## config.mk

```make
export PLATFORM = sky130hd
export DESIGN_NAME = ifs_front_flat
export DESIGN_NICKNAME = d
export VERILOG_FILES = /design/src/hw/rtl/ifs_pkg.sv /design/src/hw/rtl/ifs_in_if.sv /design/src/hw/rtl/ifs_front.sv /design/src/flat_wrapper.sv
export SDC_FILE = /design/constraint.sdc
export NUM_CORES = 1
export LEC_CHECK = 0
export BUFFER_PORTS_ARGS = -buffer_cell sky130_fd_sc_hd__buf_2
export CORE_AREA = 2 2 90 92
export CTS_CLUSTER_SIZE = 14
export DETAILED_ROUTE_END_ITERATION = 10
export DIE_AREA = 0 0 92 94
export PLACE_DENSITY_LB_ADDON = 0.3
export SYNTH_ARGS = -nofsm -noshare
export SYNTH_HDL_FRONTEND = slang
export SYNTH_SLANG_ARGS = --single-unit
```

## constraint.sdc

```tcl
create_clock -name clk -period 8 [get_ports clk]
set_clock_uncertainty 0.05 [all_clocks]
set_input_delay 1.6 -clock clk [delete_from_list [all_inputs] [get_ports clk]]
set_output_delay 1.6 -clock clk [all_outputs]
set_load 0.005 [all_outputs]
```

## src/hw/rtl/ifs_pkg.sv

```systemverilog
// ----------------------------------------------------------------------------
// ifs_pkg
// Shared types and constants of the chaos-game point generator.
// ----------------------------------------------------------------------------
package ifs_pkg;

  localparam int COEF_BITS = 24;
  localparam int MAP_BITS  = 4;
  localparam int K_BITS    = 3;
  localparam int MODE_BITS = 2;
  localparam int CNT_BITS  = 4;
  localparam int COEFS     = 6;

  localparam logic [MODE_BITS-1:0] MODE_LOAD    = 2'd0;
  localparam logic [MODE_BITS-1:0] MODE_STEP    = 2'd1;
  localparam logic [MODE_BITS-1:0] MODE_RESTART = 2'd2;

  localparam logic [K_BITS-1:0] K_A = 3'd0;
  localparam logic [K_BITS-1:0] K_B = 3'd1;
  localparam logic [K_BITS-1:0] K_C = 3'd2;
  localparam logic [K_BITS-1:0] K_D = 3'd3;
  localparam logic [K_BITS-1:0] K_E = 3'd4;
  localparam logic [K_BITS-1:0] K_F = 3'd5;

  typedef enum logic [1:0] {
    OP_LOAD,
    OP_STEP,
    OP_RESTART
  } op_t;

  typedef struct packed {
    op_t                 op;
    logic [MAP_BITS-1:0] map;
    logic [K_BITS-1:0]   k;
  } cmd_t;

  typedef enum logic [3:0] {
    S_IDLE,
    S_LD_WR,
    S_LD_RD,
    S_LD_UPD,
    S_SUM,
    S_THR,
    S_SCAN,
    S_AF,
    S_EMIT
  } st_t;

endpackage

```

## src/hw/rtl/ifs_in_if.sv

```systemverilog
// ----------------------------------------------------------------------------
// ifs_in_if
// Request channel: coefficient loads, step and restart requests.
// ----------------------------------------------------------------------------
interface ifs_in_if #(
  parameter int RANDOM_BITS = 16
);
  logic                                valid;
  logic                                ready;
  logic [ifs_pkg::MODE_BITS-1:0]       mode;
  logic [ifs_pkg::MAP_BITS-1:0]        map_index;
  logic [ifs_pkg::K_BITS-1:0]          coef_index;
  logic signed [ifs_pkg::COEF_BITS-1:0] coef_value;
  logic [RANDOM_BITS-1:0]              random_fraction;

  modport source (output valid, mode, map_index, coef_index, coef_value, random_fraction,
                  input ready);
  modport sink   (input valid, mode, map_index, coef_index, coef_value, random_fraction,
                  output ready);
endinterface

```

## src/hw/rtl/ifs_front.sv

```systemverilog
// ----------------------------------------------------------------------------
// ifs_front
// Accepts requests, drops the meaningless ones and queues the rest.
// ----------------------------------------------------------------------------
module ifs_front #(
  parameter int MAX_MAPS    = 10,
  parameter int RANDOM_BITS = 16
) (
  input  logic                                  clk,
  input  logic                                  rst_n,
  ifs_in_if.sink                                in_ch,
  output logic                                  q_valid,
  input  logic                                  q_ready,
  output ifs_pkg::cmd_t                         q_cmd,
  output logic signed [ifs_pkg::COEF_BITS-1:0]  q_value,
  output logic [RANDOM_BITS-1:0]                q_rnd
);
  ifs_pkg::cmd_t                        cmd_r [2];
  logic signed [ifs_pkg::COEF_BITS-1:0] val_r [2];
  logic [RANDOM_BITS-1:0]               rnd_r [2];
  logic                                 wr_ptr_r, rd_ptr_r;
  logic [1:0]                           cnt_r, cnt_nxt;
  logic                                 accept, keep, push, pop;
  ifs_pkg::cmd_t                        cmd_in;

  assign in_ch.ready = (cnt_r != 2'd2);
  assign accept      = in_ch.valid && in_ch.ready;

  // classify the request
  always_comb begin
    cmd_in.map = in_ch.map_index;
    cmd_in.k   = in_ch.coef_index;
    cmd_in.op  = ifs_pkg::OP_LOAD;
    keep       = 1'b0;
    unique case (in_ch.mode)
      ifs_pkg::MODE_LOAD: begin
        cmd_in.op = ifs_pkg::OP_LOAD;
        keep = (32'(in_ch.map_index) < MAX_MAPS) &&
               (32'(in_ch.coef_index) < ifs_pkg::COEFS);
      end
      ifs_pkg::MODE_STEP: begin
        cmd_in.op = ifs_pkg::OP_STEP;
        keep = 1'b1;
      end
      ifs_pkg::MODE_RESTART: begin
        cmd_in.op = ifs_pkg::OP_RESTART;
        keep = 1'b1;
      end
      default: begin
        keep = 1'b0;
      end
    endcase
  end

  assign push    = accept && keep;
  assign q_valid = (cnt_r != 2'd0);
  assign pop     = q_valid && q_ready;
  assign q_cmd   = cmd_r[rd_ptr_r];
  assign q_value = val_r[rd_ptr_r];
  assign q_rnd   = rnd_r[rd_ptr_r];

  always_comb begin
    cnt_nxt = cnt_r;
    if (push && !pop) begin
      cnt_nxt = cnt_r + 2'd1;
    end else if (pop && !push) begin
      cnt_nxt = cnt_r - 2'd1;
    end
  end

  always_ff @(posedge clk) begin
    if (!rst_n) begin
      wr_ptr_r <= 1'b0;
      rd_ptr_r <= 1'b0;
      cnt_r    <= 2'd0;
    end else begin
      cnt_r <= cnt_nxt;
      if (push) begin
        wr_ptr_r <= !wr_ptr_r;
      end
      if (pop) begin
        rd_ptr_r <= !rd_ptr_r;
      end
    end
  end

  always_ff @(posedge clk) begin
    if (push) begin
      cmd_r[wr_ptr_r] <= cmd_in;
      val_r[wr_ptr_r] <= in_ch.coef_value;
      rnd_r[wr_ptr_r] <= in_ch.random_fraction;
    end
  end

  a_cnt_bound: assert property (@(posedge clk) disable iff (!rst_n) cnt_r != 2'd3)
    else $error("queue count out of range");
  a_no_push_full: assert property (@(posedge clk) disable iff (!rst_n)
    (cnt_r == 2'd2 && !pop) |=> cnt_r == 2'd2)
    else $error("queue overfilled");
  a_drop_mode: assert property (@(posedge clk) disable iff (!rst_n)
    (accept && in_ch.mode != ifs_pkg::MODE_LOAD && in_ch.mode != ifs_pkg::MODE_STEP &&
     in_ch.mode != ifs_pkg::MODE_RESTART) |-> !push)
    else $error("unused mode queued");
endmodule

```

## src/flat_wrapper.sv

```systemverilog
// flat-port wrapper written by rule: the top's interface ports become plain ports
module ifs_front_flat 
#(
  parameter int MAX_MAPS    = 10,
  parameter int RANDOM_BITS = 16
)
  (clk, rst_n, q_valid, q_ready, q_cmd, q_value, q_rnd, in_ch_valid, in_ch_mode, in_ch_map_index, in_ch_coef_index, in_ch_coef_value, in_ch_random_fraction, in_ch_ready);
  ifs_in_if #(.RANDOM_BITS(RANDOM_BITS)) in_ch_i ();
  input  logic clk;
  input  logic rst_n;
  output logic q_valid;
  input  logic q_ready;
  output ifs_pkg::cmd_t q_cmd;
  output logic signed [ifs_pkg::COEF_BITS-1:0] q_value;
  output logic [RANDOM_BITS-1:0] q_rnd;
  input wire logic [$bits(in_ch_i.valid)-1:0] in_ch_valid;
  input wire logic [$bits(in_ch_i.mode)-1:0] in_ch_mode;
  input wire logic [$bits(in_ch_i.map_index)-1:0] in_ch_map_index;
  input wire logic [$bits(in_ch_i.coef_index)-1:0] in_ch_coef_index;
  input wire logic [$bits(in_ch_i.coef_value)-1:0] in_ch_coef_value;
  input wire logic [$bits(in_ch_i.random_fraction)-1:0] in_ch_random_fraction;
  output wire logic [$bits(in_ch_i.ready)-1:0] in_ch_ready;
  assign in_ch_i.valid = in_ch_valid;
  assign in_ch_i.mode = in_ch_mode;
  assign in_ch_i.map_index = in_ch_map_index;
  assign in_ch_i.coef_index = in_ch_coef_index;
  assign in_ch_i.coef_value = in_ch_coef_value;
  assign in_ch_i.random_fraction = in_ch_random_fraction;
  assign in_ch_ready = in_ch_i.ready;
  ifs_front #(.MAX_MAPS(MAX_MAPS), .RANDOM_BITS(RANDOM_BITS)) u_core (.clk(clk), .rst_n(rst_n), .in_ch(in_ch_i), .q_valid(q_valid), .q_ready(q_ready), .q_cmd(q_cmd), .q_value(q_value), .q_rnd(q_rnd));
endmodule
```

==> results of run 1 <==
==> registers in the layout, indices dropped and copies added (netlist names), named ones only <==
name,flops
u_core.rd_ptr_r,1
u_core.cnt_r,2
u_core.cmd_r,18
u_core.val_r,48
u_core.rnd_r,32
u_core.wr_ptr_r,1
==> final timing paths <==
check | from | end | slack, ns | cells past startpoint
setup / recovery | register | q_value[10] | 4.30 | 2
hold / removal | u_core.wr_ptr_r$_SDFFE_PN0P_ | u_core.wr_ptr_r$_SDFFE_PN0P_ | 0.46 | 2
setup reg to reg | u_core.cnt_r[0]$_SDFFE_PN0P_ | u_core.val_r[1][10]$_DFFE_PP_ | 6.02 | 5
hold reg to reg | u_core.wr_ptr_r$_SDFFE_PN0P_ | u_core.wr_ptr_r$_SDFFE_PN0P_ | 0.46 | 2
==> metal layers <==
metal,global-route usage,vias to the layer above,share of wire
met5,0,-,0
met4,0.0771,0,0.022
met3,0.0385,13,0.058
met2,0.244,61,0.52
met1,0.172,948,0.40
li1,-,950,-
==> cell type report <==
class / count / area (um^2)
Clock inverter: 4 / 55.1
Clock buffer: 12 / 135
Timing Repair Buffer: 105 / 531
Multi-Input combinational cell: 77 / 786
Fill cell: 612 / 2910
Sequential cell: 103 / 3040
Inverter: 4 / 15.0
Tap cell: 102 / 128
==> through the flow <==
stage | hold slack (ns) | area (um^2) | util
floorplan | 0.402 | 3870 | -
global placement | 0.428 | 4500 | 0.592
detailed placement | 0.448 | 4500 | 0.592
CTS | 0.461 | 4690 | 0.617
global route | 0.489 | 4690 | 0.617
finish | 0.456 | 4690 | 0.617
==> kinds of logic (layout without fill, tap and decap cells) <==
logic type / Yosys count / in the layout / share of synthesized area
buf+inv: 9 / 125 / 0.0126
fa+ha+maj: 5 / 5 / 0.0162
compound gates: 4 / 4 / 0.0107
flops: 103 / 103 / 0.786
simple gates: 15 / 15 / 0.0226
mux: 50 / 50 / 0.145
xor+xnor: 3 / 3 / 0.00679
==> synth_stat cells, types with 2 or more instances <==
| master | instances | area (um^2) |
|---|---|---|
| buf_2 | 3 | 15.0 |
| ha_1 | 5 | 62.6 |
| nor2_1 | 4 | 15.0 |
| nand2_1 | 3 | 11.3 |
| edfxtp_1 | 98 | 2940 |
| xor2_1 | 3 | 26.3 |
| mux2_2 | 49 | 552 |
| a21oi_1 | 2 | 10.0 |
| inv_1 | 4 | 15.0 |
| dfxtp_1 | 5 | 100 |
==> critical path, delay by kind of cell, from the launching register on <==
kind	cells	cell delay (ns)
buffers and inverters	1	0.13
multiplexers	1	0.44
flip-flops	1	1.11
==> where the power goes <==
group          switching (mW)  internal (mW)
combinational           0.103          0.162
sequential             0.0516          0.639
clock                   0.163          0.147
total                   0.317          0.947
==> reports/qor.csv, run 1 <==
stage;metric;value;unit
logic_synthesis;syn avg cell area;20.5;um^2
cells_and_area;commonest cells after routing, fill and taps aside;buf_2, edfxtp_1, mux2_2;
routing;via/cell ratio;4.85;
cts;post-cts gate resize count;0;
cts;CTS tree;built;
logic_synthesis;Mapped Nets;247;
job;Max Cap Viol;0;
routing;Total Wirelength;6.25;mm
sta;Setup TNS;0;ns
power_and_ir_drop;power per cell area;269;nW/um^2
critical_path;critical path arrival;2.05;ns
place;dpl ws;4.41;ns
grt;first-pass GRT wire length;9.38;mm
sta;Worst slew margin;0.228;
logic_synthesis;#FFs+latches synth;103;
routing;total number of vias;1972;
cts;clk root buf;clkbuf_8;
routing;post-route ant nets;0;
cells_and_area;commonest non-fill, non-tap cell in the layout;buf_2;
logic_synthesis;Yosys warning total;0;
floorplan;die footprint;8650;um^2
cells_and_area;share of layout cells above drive strength 1;0.567;
logic_synthesis;Cell Area, Synth;3870;um^2
sta;Slew Viols, Final;0;
sta;Worst Tran Pin Value;1.16;ns
sta;fin worst setup slack;4.30;ns
cts;clock sinks;103;
cts;worst skew pair latency;0.34;ns
floorplan;Die X;92;um
grt;gr usage total;0.145;
place;count of input and output buffers;103;
run_status;status;finished, final reports clean;
critical_path;Max stage delay on crit path;1.11;ns
cts;TritonCTS buffer count;9;
cells_and_area;Finished Layout Cells;407;
sta;final period utilization;0.462;
power_and_ir_drop;total leakage power;1.74;nW
logic_synthesis;prevailing post-synth register cell;edfxtp_1;
cells_and_area;ant diodes;0;
cts;post-CTS setup buffers;0;
critical_path;slowest CP cell;dfxtp_2;
routing;initial DRC count;99;
critical_path;kind of end point of the critical path;primary output;
logic_synthesis;Post-synth EDFFs;98;
floorplan;io pins;104;
routing;drt first pass iters;4;
grt;vias in the first global route;1984;
sta;fin crit period;3.70;ns
grt;total grt overflow;0;
logic_synthesis;Syn Inst Count;189;
sta;Final Hold Vio Count;0;
place;DP Cell Count;391;
critical_path;Worst Path Required;6.35;ns
logic_synthesis;sequential cell area fraction in the yosys report;0.786;
logic_synthesis;Cell variety after synth;23;
cts;Max Root-Sink Buffers;2;
power_and_ir_drop;Power Total;1.26;mW
sta;Final Setup Violations;0;
floorplan;Core Area;7610;um^2
critical_path;worst-path cell chain;mux2_2 > buf_2;
sta;RSZ-0062 raised after global routing;no;
logic_synthesis;FFs w/ async S/R, synth;0;
cells_and_area;Syn-to-layout area delta;21.2;%
routing;Routed WL per cell;15.4;um
place;GPL Wtd Cong;0.728;
cts;clk slew on worst S/H paths;0.09;ns
floorplan;Die Span Y;94;um
worst_hold_path;hold crit path type;register to register;
grt;initial antenna violation count;0;
critical_path;Max Fanout on Critical Path;49;
critical_path;CP Class;register to primary output;
floorplan;Initial Utilization;0.509;
grt;largest net degree at the start of global routing;50;
cts;H-tree Lvls;3;
place;HPWL after DPL;4.04;mm
sta;Peak Freq;0.271;GHz
cts;hold_buf cts;0;
power_and_ir_drop;VDD IR max;0.227;mV
floorplan;Cell Rows;32;
critical_path;Worst setup SP type;register;
cells_and_area;# nets final;358;
routing;# DRC;0;
(Power assumes the default switching activity.)
==> run 2, diff against run 1 <==
--- a/config.mk
+++ b/config.mk
@@ -6,10 +6,10 @@
 export NUM_CORES = 1
 export LEC_CHECK = 0
 export BUFFER_PORTS_ARGS = -buffer_cell sky130_fd_sc_hd__buf_2
-export CORE_AREA = 2 2 90 92
+export CORE_AREA = 2 2 94 96
 export CTS_CLUSTER_SIZE = 14
 export DETAILED_ROUTE_END_ITERATION = 10
-export DIE_AREA = 0 0 92 94
+export DIE_AREA = 0 0 96 98
 export PLACE_DENSITY_LB_ADDON = 0.3
 export SYNTH_ARGS = -nofsm -noshare
 export SYNTH_HDL_FRONTEND = slang
==> constraint.sdc (replaced) <==
create_clock -name clk -period 3.15 [get_ports clk]
set_clock_uncertainty 0.05 [all_clocks]
set_input_delay 0.63 -clock clk [delete_from_list [all_inputs] [get_ports clk]]
set_output_delay 0.63 -clock clk [all_outputs]
set_load 0.005 [all_outputs]
==> run 2 against run 1 <==
Utilization decreased by 5.5 points; sequential share of layout area down 0.84 points; power rose to 2.6 times the previous value; cell count grew 2.5%; flip-flop and latch count did not move; hold slack lost 0.051 ns; first-iteration DRC count increased by 3.0%; sequential power up 140%; design area up 1.3%; die area grew 8.8%; largest cell class unchanged; largest power group unchanged.
==> reports/qor.csv, run 2 (synthesis results as in run 1) <==
stage;metric;value;unit
power_and_ir_drop;total leakage power;1.77;nW
cts;clk root buf;clkbuf_8;
routing;via/cell ratio;4.77;
sta;Peak Freq;0.412;GHz
grt;met2 GRT Util;0.248;
floorplan;Die Span Y;98;um
grt;total grt overflow;0;
sta;fin worst setup slack;0.723;ns
sta;RSZ-0062 raised after global routing;no;
sta;final period utilization;0.770;
cells_and_area;share of layout cells above drive strength 1;0.579;
floorplan;Core Area;8470;um^2
sta;Slew Viols, Final;0;
floorplan;io pins;104;
sta;Final Hold Vio Count;0;
cells_and_area;max FFs per register;48;
place;placed cell area;4560;um^2
place;count of input and output buffers;103;
routing;post-route ant nets;0;
routing;total number of vias;1988;
cells_and_area;FF+latch area;3040;um^2
floorplan;Cell Rows;34;
critical_path;kind of end point of the critical path;primary output;
cts;CTS tree;built;
grt;largest net degree at the start of global routing;31;
cts;post-cts gate resize count;0;
sta;Setup TNS;0;ns
cts;hold_buf cts;0;
critical_path;Max Fanout on Critical Path;16;
grt;initial antenna violation count;0;
cts;clock sinks;103;
routing;# DRC;0;
cts;H-tree Lvls;3;
job;Max Cap Viol;0;
cts;Max Root-Sink Buffers;2;
routing;Total Wirelength;6.38;mm
cells_and_area;design area;4750;um^2
cells_and_area;# nets final;362;
cells_and_area;commonest non-fill, non-tap cell in the layout;buf_2;
run_status;status;finished, final reports clean;
grt;met1 track demand over resource;0.159;
grt;first-pass GRT wire length;9.76;mm
critical_path;critical path arrival;1.75;ns
floorplan;Initial Utilization;0.457;
power_and_ir_drop;VDD IR max;0.374;mV
sta;fin crit period;2.43;ns
grt;gr usage total;0.141;
worst_hold_path;hold crit path type;input port to register;
cts;clk slew on worst S/H paths;0.10;ns
sta;Worst slew margin;0.713;
cells_and_area;Regs by FF count;u_core.val_r: 48 flops, u_core.rnd_r: 32 flops, u_core.cmd_r: 18 flops;
cells_and_area;commonest cells after routing, fill and taps aside;buf_2, edfxtp_1, mux2_2;
cts;post-CTS setup buffers;0;
power_and_ir_drop;power per cell area;686;nW/um^2
cells_and_area;Syn-to-layout area delta;22.8;%
place;HPWL after DPL;4.37;mm
place;dpl ws;0.608;ns
critical_path;CP Class;register to primary output;
cells_and_area;fillers;691;
routing;initial DRC count;102;
place;GPL Wtd Cong;0.712;
grt;met3 usage;0.0409;
grt;vias in the first global route;2059;
critical_path;Worst setup SP type;register;
cells_and_area;ant diodes;0;
cts;TritonCTS buffer count;9;
grt;GRT busiest layer;met2;
sta;Worst Tran Pin Value;0.430;ns
sta;Final Setup Violations;0;
floorplan;Die X;96;um
routing;drt first pass iters;4;
critical_path;Worst Path Required;2.47;ns
cts;worst skew pair latency;0.35;ns
cells_and_area;Largest Register;u_core.val_r;
cells_and_area;area of the multi-input gates;792;um^2
routing;Routed WL per cell;15.3;um
floorplan;die footprint;9410;um^2
-- run 2: changes by cell type in the layout (fill, tap and decap cells not counted), sizes merged --
cell	change
buf	+4
clkinvlp	+1
inv	+1
clkbuf	-3
clkinv	+1
-- run 2: power by group --
| part | total (mW) | switching (mW) | internal (mW) |
|---|---|---|---|
| sequential | 1.69 | 0.0703 | 1.62 |
| combinational | 0.767 | 0.332 | 0.435 |
| clock | 0.805 | 0.436 | 0.369 |
-- run 2: layer usage --
metal,up-vias,wire length [um]
li1,950,-
met1,971,2480
met5,-,0
met4,0,105
met3,8,330
met2,59,3460
-- run 2: worst max-delay path: stages, from the launching register on --
cell and delay [ns]:
dfxtp_2 0.61, buf_4 0.29, mux2_2 0.37, buf_2 0.13
-- run 2: worst paths after layout --
path | to | slack [ns] | start | depth (start not counted)
min reg2reg | register | 0.47 | u_core.rd_ptr_r$_SDFFE_PN0P_ | 2
max | q_value[12] | 0.72 | register | 3
min | u_core.val_r[0][14]$_DFFE_PP_ | 0.41 | in_ch_coef_value[14] | 1
max reg2reg | u_core.val_r[1][23]$_DFFE_PP_ | 1.35 | u_core.cnt_r[0]$_SDFFE_PN0P_ | 5
-- run 2: through the flow --
step / power [mW] / hold WS, ns / instances / utilization
2_1_floorplan: 2.18 / 0.422 / 189 / -
6_report: 3.26 / 0.405 / 417 / 0.562
3_3_place_gp: 2.50 / 0.436 / 401 / 0.539
3_5_place_dp: 2.51 / 0.446 / 401 / 0.539
4_1_cts: 3.31 / 0.389 / 417 / 0.562
5_1_grt: 3.42 / 0.378 / 417 / 0.562
-- run 2: cell type report --
type	instances	area share
repair buffers	109	0.121
clock inverters	7	0.0150
multi-input cells	77	0.167
clock buffers	9	0.0261
well taps	108	0.0284
flip-flops and latches	103	0.640
inverters	4	0.00316
==> run 3, diff against run 2 <==
==> constraint.sdc (replaced) <==
create_clock -name clk -period 2 [get_ports clk]
set_clock_uncertainty 0.05 [all_clocks]
set_input_delay 0.4 -clock clk [delete_from_list [all_inputs] [get_ports clk]]
set_output_delay 0.4 -clock clk [all_outputs]
set_load 0.005 [all_outputs]
==> run 3 against run 2 <==
Via count rose by 2.8%; critical path depth unchanged; power increased by 70%; highest routed layer unchanged; flip-flop and latch count did not move; design area is 5.0% higher; routed wire length increased by 3.9%; largest cell class unchanged; clock power rose by 90%; die area unchanged; hold slack worse by 0.23 ns; clock-buffer cell count up 4.
==> reports/qor.csv, run 3 (synthesis results as in run 1) <==
stage;metric;value;unit
sta;final period utilization;0.956;
critical_path;slowest CP cell;dfxtp_4;
sta;hold slack final;0.173;ns
critical_path;Max stage delay on crit path;0.41;ns
grt;initial antenna violation count;0;
routing;Total Wirelength;6.63;mm
worst_hold_path;hold crit path type;input port to register;
cells_and_area;Finished Layout Cells;427;
floorplan;io pins;104;
sta;fin crit period;1.91;ns
cells_and_area;Syn-to-layout area delta;28.9;%
cts;CTS tree;built;
critical_path;Worst Path Required;1.55;ns
routing;initial DRC count;70;
place;HPWL after DPL;4.47;mm
critical_path;worst-path cell chain;buf_4 > mux2_2 > buf_2;
floorplan;Cell Rows;34;
routing;via/cell ratio;4.78;
grt;vias in the first global route;2058;
floorplan;Core Area;8470;um^2
cts;clk slew on worst S/H paths;0.09;ns
power_and_ir_drop;VDD IR max;0.561;mV
sta;Peak Freq;0.523;GHz
cts;clock sinks;103;
routing;drt first pass iters;4;
place;count of input and output buffers;103;
cells_and_area;design area;4990;um^2
cts;TritonCTS buffer count;9;
sta;Slew Viols, Final;0;
job;Max Cap Viol;0;
cells_and_area;# nets final;372;
cells_and_area;ant diodes;0;
sta;Worst slew margin;0.795;
critical_path;Worst setup SP type;register;
floorplan;Die X;96;um
critical_path;critical path arrival;1.46;ns
critical_path;kind of end point of the critical path;primary output;
power_and_ir_drop;total leakage power;1.87;nW
cts;clk root buf;clkbuf_8;
cells_and_area;share of layout cells above drive strength 1;0.605;
grt;gr usage total;0.144;
sta;Setup TNS;0;ns
routing;post-route ant nets;0;
sta;fin worst setup slack;0.0881;ns
place;placed cell area;4700;um^2
power_and_ir_drop;power per cell area;1110;nW/um^2
critical_path;CP Class;register to primary output;
place;DP Cell Count;408;
cells_and_area;commonest non-fill, non-tap cell in the layout;buf_2;
cells_and_area;Largest Register;u_core.val_r;
grt;total grt overflow;0;
cells_and_area;commonest cells after routing, fill and taps aside;buf_2, edfxtp_1, mux2_2;
cts;H-tree Lvls;3;
floorplan;Die Span Y;98;um
cts;Max Root-Sink Buffers;2;
critical_path;Max Fanout on Critical Path;10;
grt;largest net degree at the start of global routing;32;
worst_hold_path;hold path start;in_ch_random_fraction[12];
place;GPL Wtd Cong;0.704;
grt;first-pass GRT wire length;9.76;mm
cts;worst skew pair latency;0.35;ns
place;dpl ws;-0.180;ns
critical_path;CP Buf/Inv Count;2;
sta;Final Hold Vio Count;0;
sta;Worst Tran Pin Value;0.308;ns
cells_and_area;max FFs per register;48;
run_status;status;finished, final reports clean;
floorplan;Initial Utilization;0.457;
floorplan;die footprint;9410;um^2
cells_and_area;Regs by FF count;u_core.val_r: 48 flops, u_core.rnd_r: 32 flops, u_core.cmd_r: 18 flops;
sta;Final Setup Violations;0;
cts;hold_buf cts;0;
critical_path;delay-heaviest family, CP;flip-flops;
routing;Routed WL per cell;15.5;um
routing;total number of vias;2043;
routing;# DRC;0;
sta;RSZ-0062 raised after global routing;no;
critical_path;FF-to-FF Start;u_core.cnt_r[0]$_SDFFE_PN0P_;
## run 3: power breakdown
group / switching (mW) / internal, mW / total (mW)
Sequential: 0.0811 / 2.56 / 2.64
Clock: 0.630 / 0.901 / 1.53
Combinational: 0.598 / 0.792 / 1.39
Total: 1.31 / 4.25 / 5.56
## run 3: layout make-up
cell class	instances	area (um^2)
fillers	662	3470
flip-flops and latches	103	3050
multi-input cells	77	825
repair buffers	119	703
clock buffers	13	159
well taps	108	135
clock inverters	3	90.1
inverters	4	32.5
## run 3: worst paths after layout
| check | end | cells past startpoint | slack, ns |
|---|---|---|---|
| setup / recovery | q_value[12] | 3 | 0.09 |
| hold / removal | u_core.rnd_r[0][12]$_DFFE_PP_ | 1 | 0.17 |
| setup reg to reg | u_core.val_r[0][13]$_DFFE_PP_ | 5 | 0.27 |
| hold reg to reg | register | 2 | 0.48 |
## run 3: routing by layer
layer | routed length, um | track usage | part of all wire | vias up
li1 | - | - | - | 975
met1 | 2690 | 0.163 | 0.41 | 999
met2 | 3420 | 0.243 | 0.52 | 58
met3 | 354 | 0.0363 | 0.053 | 11
met4 | 166 | 0.0857 | 0.025 | 0
met5 | 0 | 0 | 0 | -
## run 3: metrics by stage
step / power, mW / utilization
4_1_cts: 5.55 / 0.585
6_report: 5.56 / 0.590
3_3_place_gp: 4.00 / 0.555
5_1_grt: 5.82 / 0.590
3_5_place_dp: 4.02 / 0.555
2_1_floorplan: 3.45 / -
## run 3: repair_timing
item | 4_1_cts | 5_1_grt
setup endpoints to repair | 41 | 41
resized for setup | 1 | 0
buffers inserted | 0 | 2
cloned | 0 | 1
